File: config.mk
export PLATFORM = sky130hd
export DESIGN_NAME = pba_fit
export DESIGN_NICKNAME = d
export VERILOG_FILES = /design/src/design/pba_pkg.sv /design/src/design/pba_fit.sv
export SDC_FILE = /design/constraint.sdc
export NUM_CORES = 1
export LEC_CHECK = 0
export ABC_AREA = 1
export ABC_CLOCK_PERIOD_IN_PS = 5150
export BUFFER_PORTS_ARGS = -buffer_cell sky130_fd_sc_hd__buf_4
export CORE_MARGIN = 2
export CORE_UTILIZATION = 65
export DETAILED_ROUTE_END_ITERATION = 10
export PLACE_DENSITY = 0.9
export SLEW_MARGIN = 20
export SYNTH_ARGS = -nofsm -noshare
export SYNTH_HDL_FRONTEND = slang
export SYNTH_SLANG_ARGS = --single-unit
export TNS_END_PERCENT = 20
File: constraint.sdc
create_clock -name vclk -period 5.15
set_input_delay 0 -clock vclk [all_inputs]
set_output_delay 0 -clock vclk [all_outputs]
set_load 0.01 [all_outputs]
File: src/design/pba_pkg.sv
// Package for the page bitmap allocator: action and status codes, field widths.
// No dependencies.
`default_nettype none
package pba_pkg;
  localparam int WORD_BITS = 64;

  localparam logic [1:0] ACT_ALLOC  = 2'd0;
  localparam logic [1:0] ACT_EXTEND = 2'd1;
  localparam logic [1:0] ACT_FREE   = 2'd2;
  localparam logic [1:0] ACT_FIND   = 2'd3;

  localparam logic [2:0] ST_OK        = 3'd0;
  localparam logic [2:0] ST_NO_SPACE  = 3'd1;
  localparam logic [2:0] ST_BAD_SIZE  = 3'd2;
  localparam logic [2:0] ST_BLOCKED   = 3'd3;
  localparam logic [2:0] ST_NOT_FOUND = 3'd4;
  localparam logic [2:0] ST_NOT_START = 3'd5;

  typedef struct packed {
    logic [2:0]  status;
    logic [11:0] page;
    logic [24:0] granted_bytes;
    logic [12:0] pages_in_use;
  } result_t;
endpackage
`default_nettype wire

File: src/design/pba_fit.sv
// Shared fit unit for the page bitmap allocator: tests one run mask at one
// shift against one bitmap word. Depends on pba_pkg.
`default_nettype none
module pba_fit (
  input  wire logic [63:0] word,
  input  wire logic [5:0]  pgs,
  input  wire logic [5:0]  shift,
  output logic             fits,
  output logic [63:0]      run_mask
);
  logic [63:0] base;
  logic [6:0]  span;
  always_comb begin
    base = (64'd1 << pgs) - 64'd1;
    run_mask = base << shift;
    span = {1'b0, shift} + {1'b0, pgs};
    fits = ((word & run_mask) == 64'd0) && (span <= 7'(pba_pkg::WORD_BITS));
  end
endmodule
`default_nettype wire

# Word-level counts from Yosys, hierarchy flattened
# Cells that the tools add are included.
[word_totals] register_bits=0 output_inout_bits=65
[classes] n_addsub=2 reduce_logical=2 magnitude_cmp=1 bitwise_logic=1 n_shift=2
[op_table] cell="$and 64x64->64" n=1
[op_table] cell="$logic_not 64->1" n=1
[op_table] cell="$shl 1x6->64 const A" n=1
[op_table] cell="$shl 64x6->64" n=1
[op_table] cell="$sub 64x1->64 const B" n=1
[op_table] cell="$add 6x6->7" n=1
[op_table] cell="$le 7x7->1 const B" n=1
[op_table] cell="$logic_and 1x1->1" n=1

# Logic depth before layout (Yosys ltp)
[logic_depth] word_depth=6 ltp_mapped=31

# Worst setup path before layout
# Ideal clock, no wire load.
[synth_timing] path_type="input to output" startpoint="input port shift[1]" endpoint="output port fits" stages=27 t_required_ps=5150 slack_ps=2137 arrival_time_ps=3013 cell_sequence="clkinv_1 > clkbuf_1 > buf_1 > clkbuf_1 > fa_1 > o21ai_0 > xnor2_1 > nand3_1 > nor2_1 > nand3_1 > nand2_1 > nand2_1 > nor2_1 > nand2_1 > nor2_1 > nand2_1 > nor2_1 > nand2_1 > nor2_1 > nand2_1 > nor2_1 > nand2_1 > nor2_1 > nand2_1 > nor2_1 > nand2_1 > nor2_1"
[synth_between] elab_chain_len=4 word_cells_on_any_way=6 cone_classes="1 x add/sub; 1 x order compare; 1 x shift; 1 x bitwise; 2 x reduce/logical"
[synth_rtl] element="from (decl)" line_no="pba_fit.sv:7" text="input wire logic [5:0] shift,"
[synth_rtl] element="$shl 64x6->64" line_no="pba_fit.sv:15" text="run_mask = base << shift;"
[synth_rtl] element="$and 64x64->64" line_no="pba_fit.sv:17" text="fits = ((word & run_mask) == 64'd0) && (span <= 7'(pba_pkg::WORD_BITS));"
[synth_rtl] element="$logic_not 64->1" line_no="pba_fit.sv:17"
[synth_rtl] element="$logic_and 1x1->1 *" line_no="pba_fit.sv:17"
[synth_rtl] element="to (decl)" line_no="pba_fit.sv:8" text="output logic fits,"
# Every way passes the cells marked *; elsewhere a longest branch is shown, timed or not.

# Worst setup path in the final report
[layout_timing] startpoint="input port pgs[4]" endpoint="output port fits"
[layout_between] elab_chain_len=6 word_cells_on_any_way=8 cone_classes="2 x add/sub; 1 x order compare; 2 x shift; 1 x bitwise; 2 x reduce/logical"
[layout_rtl] element="from (decl)" line_no="pba_fit.sv:6" text="input wire logic [5:0] pgs,"
[layout_rtl] element="$shl 1x6->64" line_no="pba_fit.sv:14" text="base = (64'd1 << pgs) - 64'd1;"
[layout_rtl] element="$sub 64x1->64" line_no="pba_fit.sv:14"
[layout_rtl] element="$shl 64x6->64" line_no="pba_fit.sv:15"
[layout_rtl] element="$and 64x64->64" line_no="pba_fit.sv:17"
[layout_rtl] element="$logic_not 64->1" line_no="pba_fit.sv:17"
[layout_rtl] element="$logic_and 1x1->1 *" line_no="pba_fit.sv:17"
# Marked as above.

==> results.md <==
* Dpl cell area at 9380 sq um
* Required @ worst endpoint at 5.15 ns
* Crit path buf inv count at 5
* CP max FO at 35
* Antenna diode count at 0
* Final nets at 1,960
* Pint at 408 uW
* Vias in the first global route at 12,014
* IO Pins at 141
* Met2 wire len at 15,800 um
* Met3 WL post-DR at 5880 um
* Setup TNS at 0 ns
* Synthesized area per cell at 4.66 sq um
* Cells on Worst Hold Path at 7
* CP arrival at 4.13 ns
* Synth cell types at 35
* Vias per inst at 6.74
* FMAX at 242 MHz
* Count of input and output buffers at 141
* First-pass GRT wire length at 59,800 um
* Max Slew Vio Count at 0
* Synth Net Count at 1,921
* Setup-failing EPs final at 0
* Wl on met1 at 13,500 um
* Initial DRC Count at 3,210
* Overall power at 1.27 mW
* Hold Crit Endpoint: fits
* Global route overflow at 0
* Sequential power share at 0%
* Cells after DPL at 2,046
* Largest cells by area after synthesis: nand3_1 (36%), nand2_1 (25%), nor2_1 (7.8%), nand4_1 (6.7%), inv_1 (4.7%)
* Gr usage total at 51.9%
* Die area at 14,100 sq um
* # clk buffers at 0
* Routability cong. at 1.25
* Area delta synth->final at 9.70%
* Pwr/cell area at 136 nW/um^2
* Largest net degree at the start of global routing at 83
* Cell Area, Synth at 8550 sq um
* Sw power at 865 uW
* DIE WIDTH at 119 um
* Crit-path leading delay family: simple AND/OR/NAND/NOR gates
* Register Area at 0 sq um
* Total number of vias at 13,794
* Max VDD drop at 0.162 mV
* Clock Power Share at 0%
* Post-DP HPWL at 29,600 um
* Register area share after synthesis at 0%
* DRC at 0
* Post-cts hold buffer count at 0
* Slowest cell delay on critical path at 0.32 ns
* Status: complete, no violations
* Worst Setup Start Kind: input pin
* Seq_cells at 0
* Synth warnings at 0
* DRT antenna net count at 0
* Lkg Pwr at 5.60 nW
* Gate power share at 100.0%
* Initial core utilization at 67.2%
* Area of the multi-input gates at 7570 sq um
* Final wirelength at 38,100 um
* Cell count after synthesis at 1,837
* FILL cells at 1,282
* Top cell type's share of synthesized area at 35.5%
* Row count at 41
* Hold crit path type: in -> out
* Top sig layer: met4
* Postcts setup bufs at 0
* Die Ht at 119 um
* Post-route design area at 9380 sq um
* Yosys top cell by area: nand3_1
* Max-Cap Viols at 0
* Slew HR at 32.3%
* Sw frac at 67.9%
* Wirelength per Cell at 18.6 um
* Final Cycle Share at 80.1%
* WS Path Type: in -> out
* Layout Cells excl Fill at 2,046
* Core area at 12,700 sq um
* Share of layout cells above drive strength 1 at 12.1%
* Worst-margin pin slew at 1.01 ns
* RSZ-0062 raised after global routing: false
* HP Start: word[62]
* Initial antenna violation count at 0
* Final Hold Vio Count at 0
* DRT Pass-1 Iters at 11
* Post-layout min period at 4.13 ns
* Post-CTS sizing at 0
* CP max stage cell: inv_2
* Critical path endpoint category: output port
power by group through the flow:
stage	clock (mW)	sequential, mW	combinational (mW)
finish	0	0	1.27
floorplan	0	0	0.847
global placement	0	0	1.18
detailed placement	0	0	1.20
CTS	0	0	1.20
global route	0	0	1.38
final cells by class:
class	instances	area share, %
Multi-Input combinational cell	1597	80.7
Timing Repair Buffer	148	11.8
Inverter	129	5.17
Tap cell	172	2.29
how the worst max path moves through the flow:
stage	startpoint	end	slack, ns	cells past startpoint
4_1_cts	pgs[4]	fits	1.31	29
3_3_place_gp	pgs[4]	fits	1.48	29
6_report	pgs[4]	fits	1.02	27
2_1_floorplan	shift[1]	fits	2.14	27
3_5_place_dp	pgs[4]	fits	1.31	29
5_1_grt	pgs[4]	fits	0.77	27
worst min-delay path: stages:
cell and delay [ns]:
buf_4 0.08, nand3_1 0.06, nand2_1 0.06, nor2_1 0.04, nand3_1 0.06, nor2_1 0.04, buf_4 0.13
synthesized netlist by cell type (2+ instances only):
cell and count:
inv_1 106, nor2_4 14, nand3_2 18, and2_1 13, nand3_1 607, nand3b_1 6
a21o_1 2, nor2_1 178, nand2_2 16, nor3_1 10, buf_4 2, o21ai_0 12
nand2_1 577, buf_2 32, clkbuf_1 37, o21ai_1 2, buf_6 3, ha_1 7
inv_2 14, nand4_1 91, xnor2_1 2, clkinv_1 9, buf_1 36, a21boi_0 19
a21oi_1 7, nor2_2 8
cells in the final DEF (no fill, tap or decap), types with 2 or more instances in the layout:
cell / netlist / final
buf_4: 2 / 148
ha_1: 7 / 7
nand3_2: 18 / 18
nand3b_1: 6 / 6
and2_1: 13 / 13
nand2_2: 16 / 16
inv_2: 14 / 18
a21o_1: 2 / 2
a21boi_0: 19 / 19
xnor2_1: 2 / 2
nand2_1: 577 / 577
nor2_2: 8 / 8
nand4_1: 91 / 91
nor2_1: 178 / 178
a21oi_1: 7 / 7
nor2_4: 14 / 14
inv_1: 106 / 105
o21ai_1: 2 / 2
clkinv_1: 9 / 5
nand3_1: 607 / 607
nor3_1: 10 / 10
o21ai_0: 12 / 12
cells by family after synthesis:
family / Yosys count / synth area share, %
AND/OR/NAND/NOR: 1543 / 83.8
buffers and inverters: 240 / 11.5
AO/OA/AOI/OAI: 43 / 3.16
adder cells (fa/ha/maj): 8 / 1.26
XOR/XNOR: 3 / 0.307
routing by layer:
| metal | track usage, % | vias to the layer above |
|---|---|---|
| li1 | - | 6274 |
| met1 | 63.4 | 5905 |
| met2 | 78.6 | 1296 |
| met3 | 18.9 | 319 |
| met4 | 28.3 | 0 |
| met5 | 0 | - |
stage by stage:
stage,hold WS (ns),worst slack (ns),utilization (%)
final,0.472,1.02,73.7
after global placement,0.457,1.48,73.7
after global routing,0.519,0.774,73.7
after detailed placement,0.455,1.31,73.7
after CTS,0.457,1.31,73.7
after floorplan,0.146,2.14,-
(Power assumes the default switching activity.)
